`src/design/spk_pkg.sv`:
```
// Shared constants and a helper for the symbol to byte packer.
package spk_pkg;

   localparam int unsigned BYTE_BITS = 8;
   localparam int unsigned K_WIDTH   = 4;
   localparam int unsigned FILL_W    = $clog2(BYTE_BITS);

   localparam logic [K_WIDTH-1:0] K_MIN   = K_WIDTH'(1);
   localparam logic [K_WIDTH-1:0] K_MAX   = K_WIDTH'(BYTE_BITS);
   localparam logic [K_WIDTH-1:0] K_RESET = K_WIDTH'(1);

   // ones in the low n bits, n in 0..8
   function automatic logic [BYTE_BITS-1:0] low_mask(input logic [K_WIDTH-1:0] n);
      logic [2*BYTE_BITS-1:0] wide;
      wide = ((2*BYTE_BITS)'(1) << n) - (2*BYTE_BITS)'(1);
      return wide[BYTE_BITS-1:0];
   endfunction

endpackage

```
`src/design/symbol_to_byte_packer.sv`:
```
// Symbol to byte packer: k-bit symbols in, MSB-first packed bytes out.
//
// req_* carries one symbol per request; req_tlast marks the final symbol of a
// stream and flushes any partial byte, right-aligned, with rsp_tlast set.
// rsp_* carries packed bytes, earlier symbols in the higher bits.
// csr_* writes the symbol width k (1..8); other values are dropped. Write only
// while idle. A new k applies to the next symbol; the accumulator is kept.
//
// Each request is handled in the cycle it is accepted; its bytes appear on
// rsp_* from the next cycle on. A request yields zero, one or two bytes, held
// in a two-entry output buffer. Throughput is one request per cycle while
// each yields at most one byte and the receiver does not stall; a request
// that yields two bytes fills the buffer, and the next request waits until
// one has left the single output port. req_tready is high when the buffer
// is empty, or holds one byte that leaves in the same cycle. When the
// receiver stalls, rsp_* holds and req_tready stays low while any byte is pending.
// Reset clears the accumulator, the bit count and the buffer, and sets k to 1.
module symbol_to_byte_packer (
   input  logic                          clock,
   input  logic                          reset,
   input  logic                          req_tvalid,
   output logic                          req_tready,
   input  logic [spk_pkg::BYTE_BITS-1:0] req_tdata,   // [7:0] symbol
   input  logic                          req_tlast,   // end_of_symbols
   output logic                          rsp_tvalid,
   input  logic                          rsp_tready,
   output logic [spk_pkg::BYTE_BITS-1:0] rsp_tdata,   // [7:0] data_byte
   output logic                          rsp_tlast,   // last_byte
   input  logic                          csr_valid,
   output logic                          csr_ready,
   input  logic [spk_pkg::K_WIDTH-1:0]   csr_data     // bits_per_symbol
);
   import spk_pkg::*;

   logic [K_WIDTH-1:0]   k_ff;
   logic [BYTE_BITS-1:0] acc_ff, acc_in;
   logic [FILL_W-1:0]    fill_ff, fill_in;
   logic [BYTE_BITS-1:0] slot0_byte_ff, slot1_byte_ff;
   logic                 slot0_last_ff, slot1_last_ff;
   logic [1:0]           cnt_ff;

   logic                 accept, pop;
   logic [BYTE_BITS-1:0] sym;
   logic [K_WIDTH-1:0]   sum, rest, room;
   logic [2*BYTE_BITS-1:0] shifted;
   logic [BYTE_BITS-1:0] r0_byte, r1_byte;
   logic                 r0_last, r1_last;
   logic [1:0]           n_res;
   logic [BYTE_BITS-1:0] acc_mid;
   logic [FILL_W:0]      fill_mid;

   assign pop        = rsp_tvalid & rsp_tready;
   assign req_tready = (cnt_ff == 2'd0) || ((cnt_ff == 2'd1) && rsp_tready);
   assign accept     = req_tvalid & req_tready;
   assign rsp_tvalid = (cnt_ff != 2'd0);
   assign rsp_tdata  = slot0_byte_ff;
   assign rsp_tlast  = slot0_last_ff;
   assign csr_ready  = 1'b1;

   always_comb begin
      sym     = req_tdata & low_mask(k_ff);
      sum     = K_WIDTH'(fill_ff) + k_ff;
      rest    = sum - K_MAX;
      room    = K_MAX - K_WIDTH'(fill_ff);
      r0_byte = '0;
      r0_last = 1'b0;
      r1_byte = '0;
      r1_last = 1'b0;
      n_res   = 2'd0;
      shifted = '0;
      if (sum <= K_MAX) begin
         shifted  = ({{BYTE_BITS{1'b0}}, acc_ff} << k_ff) | (2*BYTE_BITS)'(sym);
         acc_mid  = shifted[BYTE_BITS-1:0];
         fill_mid = sum[FILL_W:0];
         if (sum == K_MAX) begin
            r0_byte  = acc_mid;
            r0_last  = req_tlast;
            n_res    = 2'd1;
            acc_mid  = '0;
            fill_mid = '0;
         end
      end else begin
         // straddle: high bits finish this byte, low bits start the next
         shifted  = ({{BYTE_BITS{1'b0}}, acc_ff} << room) | (2*BYTE_BITS)'(sym >> rest);
         r0_byte  = shifted[BYTE_BITS-1:0];
         n_res    = 2'd1;
         acc_mid  = sym & low_mask(rest);
         fill_mid = rest[FILL_W:0];
      end
      acc_in  = acc_mid;
      fill_in = fill_mid[FILL_W-1:0];
      if (req_tlast) begin
         if (fill_mid != '0) begin
            if (n_res == 2'd0) begin
               r0_byte = acc_mid;
               r0_last = 1'b1;
            end else begin
               r1_byte = acc_mid;
               r1_last = 1'b1;
            end
            n_res = n_res + 2'd1;
         end
         acc_in  = '0;
         fill_in = '0;
      end
   end

   always_ff @(posedge clock) begin
      if (reset) begin
         k_ff    <= K_RESET;
         acc_ff  <= '0;
         fill_ff <= '0;
         cnt_ff  <= 2'd0;
      end else begin
         if (csr_valid && csr_ready && (csr_data >= K_MIN) && (csr_data <= K_MAX)) begin
            k_ff <= csr_data;
         end
         if (accept) begin
            acc_ff  <= acc_in;
            fill_ff <= fill_in;
            cnt_ff  <= n_res;
         end else if (pop) begin
            cnt_ff  <= cnt_ff - 2'd1;
         end
      end
   end

   always_ff @(posedge clock) begin
      if (accept) begin
         slot0_byte_ff <= r0_byte;
         slot0_last_ff <= r0_last;
         slot1_byte_ff <= r1_byte;
         slot1_last_ff <= r1_last;
      end else if (pop) begin
         slot0_byte_ff <= slot1_byte_ff;
         slot0_last_ff <= slot1_last_ff;
      end
   end

endmodule

```
`config.mk`:
```
export PLATFORM = sky130hd
export DESIGN_NAME = symbol_to_byte_packer
export DESIGN_NICKNAME = d
export VERILOG_FILES = /design/src/design/spk_pkg.sv /design/src/design/symbol_to_byte_packer.sv
export SDC_FILE = /design/constraint.sdc
export NUM_CORES = 1
export LEC_CHECK = 0
export BUFFER_PORTS_ARGS = -buffer_cell sky130_fd_sc_hd__buf_4
export CAP_MARGIN = 5
export CORE_ASPECT_RATIO = 1.75
export CORE_UTILIZATION = 30
export DETAILED_ROUTE_END_ITERATION = 12
export SYNTH_ARGS = -nofsm -noshare
export SYNTH_HDL_FRONTEND = slang
export SYNTH_SLANG_ARGS = --single-unit
```
`constraint.sdc`:
```
create_clock -name clock -period 3 [get_ports clock]
set_clock_uncertainty 0.2 [all_clocks]
set_input_delay 0.3 -clock clock [delete_from_list [all_inputs] [get_ports clock]]
set_output_delay 0.3 -clock clock [all_outputs]
set_load 0.005 [all_outputs]
```
Yosys cells after proc, flatten, opt, wreduce, memory -nomap -nowiden
Cells that the tools add are included.
{ "op_classes": {"reduce_logical": 11, "n_bitwise": 8, "muxes": 27, "order_cmp": 3, "shift": 5, "add_sub_neg": 7, "eq_ne": 2} }
{ "ops": {"columns": ["op", "n"], "rows": [
  ["$mux 8", 10],
  ["$and 8x8->8", 2],
  ["$or 8x8->8", 2],
  ["$shl 1x4->8 const A", 2],
  ["$shl 8x4->8", 2],
  ["$sub 8x2->8 const B", 2],
  ["$mux 2", 5],
  ["$mux 1", 9],
  ["$le 4x4->1 const B", 2],
  ["$mux 4", 2],
  ["$shr 8x4->8", 1],
  ["$add 3x4->4", 1],
  ["$eq 4x4->1 const B", 1],
  ["$ge 4x1->1 const B", 1],
  ["$logic_not 2->1", 2],
  ["$reduce_bool 2->1", 2],
  ["$reduce_bool 4->1", 1],
  ["$sub 4x3->4 const A", 1],
  ["$sub 4x4->4 const B", 1],
  ["$logic_and 1x1->1", 3],
  ["$mux 3", 1],
  ["$reduce_or 3->1", 1],
  ["$add 2x1->2 const B", 1],
  ["$and 1x1->1", 2],
  ["5 further kinds", 6]
]} }
{ "totals": {"reg_bits": 35, "inputBits": 18, "elab_cells": 71} }

Logic depth before layout (Yosys ltp)
{ "logic_depth": {"depth_word": 10, "depth_mapped": 13, "mapped_depth_nobuf": 12} }

Worst setup path after synthesis
Ideal clock, no wire load.
{ "synth_path": {"kind": "flip-flop to flip-flop", "startpoint": "register k_ff[0]", "endpoint": "register acc_ff[4]", "path_stages_with_launch": 13, "required_ps": 2730, "t_arrival_ps": 2786, "path_buffers": 2, "path_slack_ps": -56, "period_less_slack_ps": 3056, "path_cell_list": "dfxtp_1 ha_1 fa_1 clkbuf_1 clkbuf_1 nor2b_1 nand2_1 ha_1 or3_1 a22o_1 o21ai_0 o211ai_1 a21oi_1"} }
{ "synth_via": {"elab_chain_cells": 7} }
{ "synth_lines": {"columns": ["item", "line", "source"], "rows": [
  ["start, declared", "symbol_to_byte_packer.sv:35", "logic [K_WIDTH-1:0] k_ff;"],
  ["start signal, assigned", "symbol_to_byte_packer.sv:116", "k_ff <= csr_data;"],
  ["$add 3x4->4 or $shl 1x4->8 (tied branches)", "symbol_to_byte_packer.sv:62, spk_pkg.sv:15", null],
  ["$sub 4x4->4 or $sub 8x2->8 (tied branches)", "symbol_to_byte_packer.sv:63, spk_pkg.sv:15", null],
  ["$shl 1x4->8 or $and 8x8->8 (tied branches)", "spk_pkg.sv:15, symbol_to_byte_packer.sv:61", null],
  ["$sub 8x2->8 or $or 8x8->8 (tied branches)", "spk_pkg.sv:15, symbol_to_byte_packer.sv:72", null],
  ["$and 8x8->8 or $mux 8 (tied branches)", "symbol_to_byte_packer.sv:87, symbol_to_byte_packer.sv:75", null],
  ["$mux 8 *", "symbol_to_byte_packer.sv:71", "if (sum <= K_MAX) begin"],
  ["$mux 8 *", "symbol_to_byte_packer.sv:92", "if (req_tlast) begin"],
  ["end signal, assigned", "symbol_to_byte_packer.sv:119", "acc_ff <= acc_in;"],
  ["end, declared", "symbol_to_byte_packer.sv:36", "logic [BYTE_BITS-1:0] acc_ff, acc_in;"]
]} }
Mark *: on every way between the ends. The rest lies on a longest branch, timed or not.
A chain may end at the register's enable or synchronous reset.

Final worst setup path
{ "layout_path": {"startpoint": "register k_ff[0]", "endpoint": "register slot0_byte_ff[2] (netlist: rsp_tdata[2]), data pin"} }
{ "layout_via": {"elab_chain_cells": 10} }
{ "layout_lines": {"columns": ["item", "line", "source"], "rows": [
  ["$add 3x4->4 or $shl 1x4->8 (tied branches)", "symbol_to_byte_packer.sv:62, spk_pkg.sv:15", null],
  ["$sub 4x4->4 or $sub 8x2->8 (tied branches)", "symbol_to_byte_packer.sv:63, spk_pkg.sv:15", null],
  ["$shl 1x4->8 or $and 8x8->8 (tied branches)", "spk_pkg.sv:15, symbol_to_byte_packer.sv:61", null],
  ["$sub 8x2->8, or another cell as far along", "spk_pkg.sv:15", "wide = ((2*BYTE_BITS)'(1) << n) - (2*BYTE_BITS)'(1);"],
  ["$and 8x8->8, or another cell as far along", "symbol_to_byte_packer.sv:87", "acc_mid = sym & low_mask(rest);"],
  ["$mux 8", "symbol_to_byte_packer.sv:71", null],
  ["$mux 8", "symbol_to_byte_packer.sv:94", "if (n_res == 2'd0) begin"],
  ["$mux 8", "symbol_to_byte_packer.sv:93", "if (fill_mid != '0) begin"],
  ["$mux 8 *", "symbol_to_byte_packer.sv:92", null],
  ["$mux 8 *", "symbol_to_byte_packer.sv:129", "if (accept) begin"],
  ["end signal, assigned", "symbol_to_byte_packer.sv:130", "slot0_byte_ff <= r0_byte;"],
  ["end signal, assigned", "symbol_to_byte_packer.sv:135", "slot0_byte_ff <= slot1_byte_ff;"],
  ["end, declared", "symbol_to_byte_packer.sv:38", "logic [BYTE_BITS-1:0] slot0_byte_ff, slot1_byte_ff;"]
]} }
Marks and branches as above.

==> metrics.yaml <==
vias: 2938
viasPerCell: 5.56
rsz0062_at_grt: "no"
syn_area_um2: 2910
ff2ff_path_depth: 10
num_antenna_cells: 0
dr.pass1.iters: 4
cp-startpoint: "k_ff[0]"
period_share: 0.965
final_nets: 433
p_leak_uw: 0.00139
synthCells: 361
cts.path.max_buffers: 2
hp-class: "in2reg"
period_minus_slack_ps: 2890
irDropWorstVdd_mv: 0.300
setup_viol: 0
pre_cts_ws_ps: 28.8
required_ps: 2820
drcViolationCount: 0
syn_avg_cell_area_um2: 8.07
synthTopCellsByCount: "41 x nand2_1, 41 x nor2_1, 23 x o21ai_0"
syn-num-nets: 389
max_freq_ghz: 0.346
post-synth-top-area-cell: "edfxtp_1"
core_um2: 9470
slew_headroom: 0.532
arrival_ps: 2710
cp_top_family: "compound AO/OA/AOI/OAI gates"
r2r_end: "rsp_tdata[2]"
drt_iter0_drc: 217
synth_edf_count: 18
grtUsageTotal: 0.201
grt_pass1_wl_um: 15300
report.final.hold_viol_count: 0
ff_latch_area_um2: 882
status: "finished clean"
cts_made_buffers: 5
regToRegSetupSlack_ps: 110
timing.final.ws_setup_ps: 106
maxCapViolCount: 0
drive_above_1_share: 0.232
grt_pass1_vias: 2855
multi_input_area_um2: 1870
cts.sinks: 35
synth_area_leaders: "edfxtp_1 19%, dfxtp_1 12%, mux2i_1 7.2%"
area_delta_synth_final_pct: 23.5
crit_chain: "ha_2, fa_2, xor2_2, nor3_2, buf_4, inv_2, nand2_1, mux2i_4, a221oi_1, o22ai_1"
worstPathMaxFanout: 6
slew_violations: 0
cts-htree-levels: 2
p_per_area_nw_per_um2: 498
cp_slowest_cell: "a221oi_1"
tns_ps: 0
worstMarginPinSlew_ps: 700
n_fill_cell: 965
cp-start-kind: "register"
io_buffers: 28
cts_tree: "done"
start_util: 0.308
cts-root-buf: "clkbuf_16"
crit_end: "rsp_tdata[2]"
clk_pin_slew_worst_paths_ps: 60
grt_overflow: 0
cp.buffers_inverters: 2
io_pins: 30
rows: 47
cpPeakStageDelay_ps: 510
post_drt_wl_per_cell_um: 18.5
postRouteAntennaNets: 0
crit_type: "reg2reg"
die_h_um: 132
synth_flop_cell: "edfxtp_1"
reg2reg_from: "k_ff[0]"
wl_um: 9770
synth_cell_types: 62
clock_latency_ps: 290
synth_seq_area_share: 0.302
die_w_um: 76.5
ys_ff_latch: 35
yosysWarningCount: 0
path_depth: 10
grt_max_degree: 20
place_hpwl_um: 7660
critical_path.endpoint_type: "register"
antenna_found_initial: 0
gp_congestion: 0.960
synth_top_area_frac: 0.185
dieArea_um2: 10100
async_flop_share: 0
-- sequential cells by signal, summed over array words and instances (netlist names) --
signal         flops
rsp_tdata          8
k_ff               4
fill_ff            3
slot1_last_ff      1
acc_ff             8
rsp_tlast          1
cnt_ff             2
slot1_byte_ff      8
-- power by group --
group          internal, uW  switching [uW]
combinational           272             371
sequential              583            30.3
clock                   327             207
-- metal layers --
metal	track usage	share of wire
met5	0	0
met3	0.0374	0.043
met2	0.364	0.52
met4	0.144	0.071
met1	0.201	0.36
-- kinds of logic after synthesis --
family / share of synthesized area
simple gates: 0.228
compound gates: 0.226
buf+inv: 0.0665
flops: 0.302
mux: 0.111
fa+ha+maj: 0.0455
xor+xnor: 0.0176
other cells: 0.00258
-- cells in the final DEF (no fill, tap or decap), types with 5 or more instances in the layout --
cell       instances
a21oi_1           20
a31oi_1            8
buf_4             64
clkbuf_16          5
dfxtp_1           16
edfxtp_1          18
ha_1               7
inv_1             14
mux2i_1           21
nand2_1           41
nand3_1           11
nor2_1            39
nor2b_1            7
nor3_1             7
o211ai_1           7
o21ai_0           19
o21ai_1            5
o22ai_1            5
-- per-stage QoR --
| stage | hold slack, ps | utilization | cell area [um2] | total power, uW | std cells |
|---|---|---|---|---|---|
| floorplan | 229 | - | 2920 | 997 | 361 |
| finish | 44.9 | 0.380 | 3600 | 1790 | 528 |
| global route | 65.0 | 0.380 | 3600 | 1870 | 528 |
| CTS | 48.7 | 0.376 | 3560 | 1780 | 527 |
| global placement | 295 | 0.360 | 3410 | 1240 | 519 |
| detailed placement | 292 | 0.360 | 3410 | 1250 | 519 |
-- how the worst min path moves through the flow --
stage           startpoint        end  depth (start not counted)
6_report       csr_data[0]    k_ff[0]                          3
5_1_grt        csr_data[0]    k_ff[0]                          3
3_3_place_gp     cnt_ff[1]  cnt_ff[1]                          2
2_1_floorplan  csr_data[0]    k_ff[0]                          2
4_1_cts        csr_data[0]    k_ff[0]                          3
3_5_place_dp     cnt_ff[1]  cnt_ff[1]                          2
-- tightest hold or removal path: cells and delay by family --
kind / cells / cell delay, ps
mux: 1 / 60
buf+inv: 1 / 80
simple gates: 1 / 60
-- cell type report --
class / instances / share of cell area
multi-input cells: 283 / 0.521
flip-flops and latches: 35 / 0.245
repair buffers: 64 / 0.134
well taps: 122 / 0.0424
clock buffers: 6 / 0.0386
inverters: 16 / 0.0167
clock inverters: 2 / 0.00313
-- repair_timing --
action	4_1_cts	5_1_grt
endpoints found under the setup margin	0	13
gates resized for setup	0	14
buffers inserted	0	1
hold buffers	0	0
(Power assumes the default switching activity.)
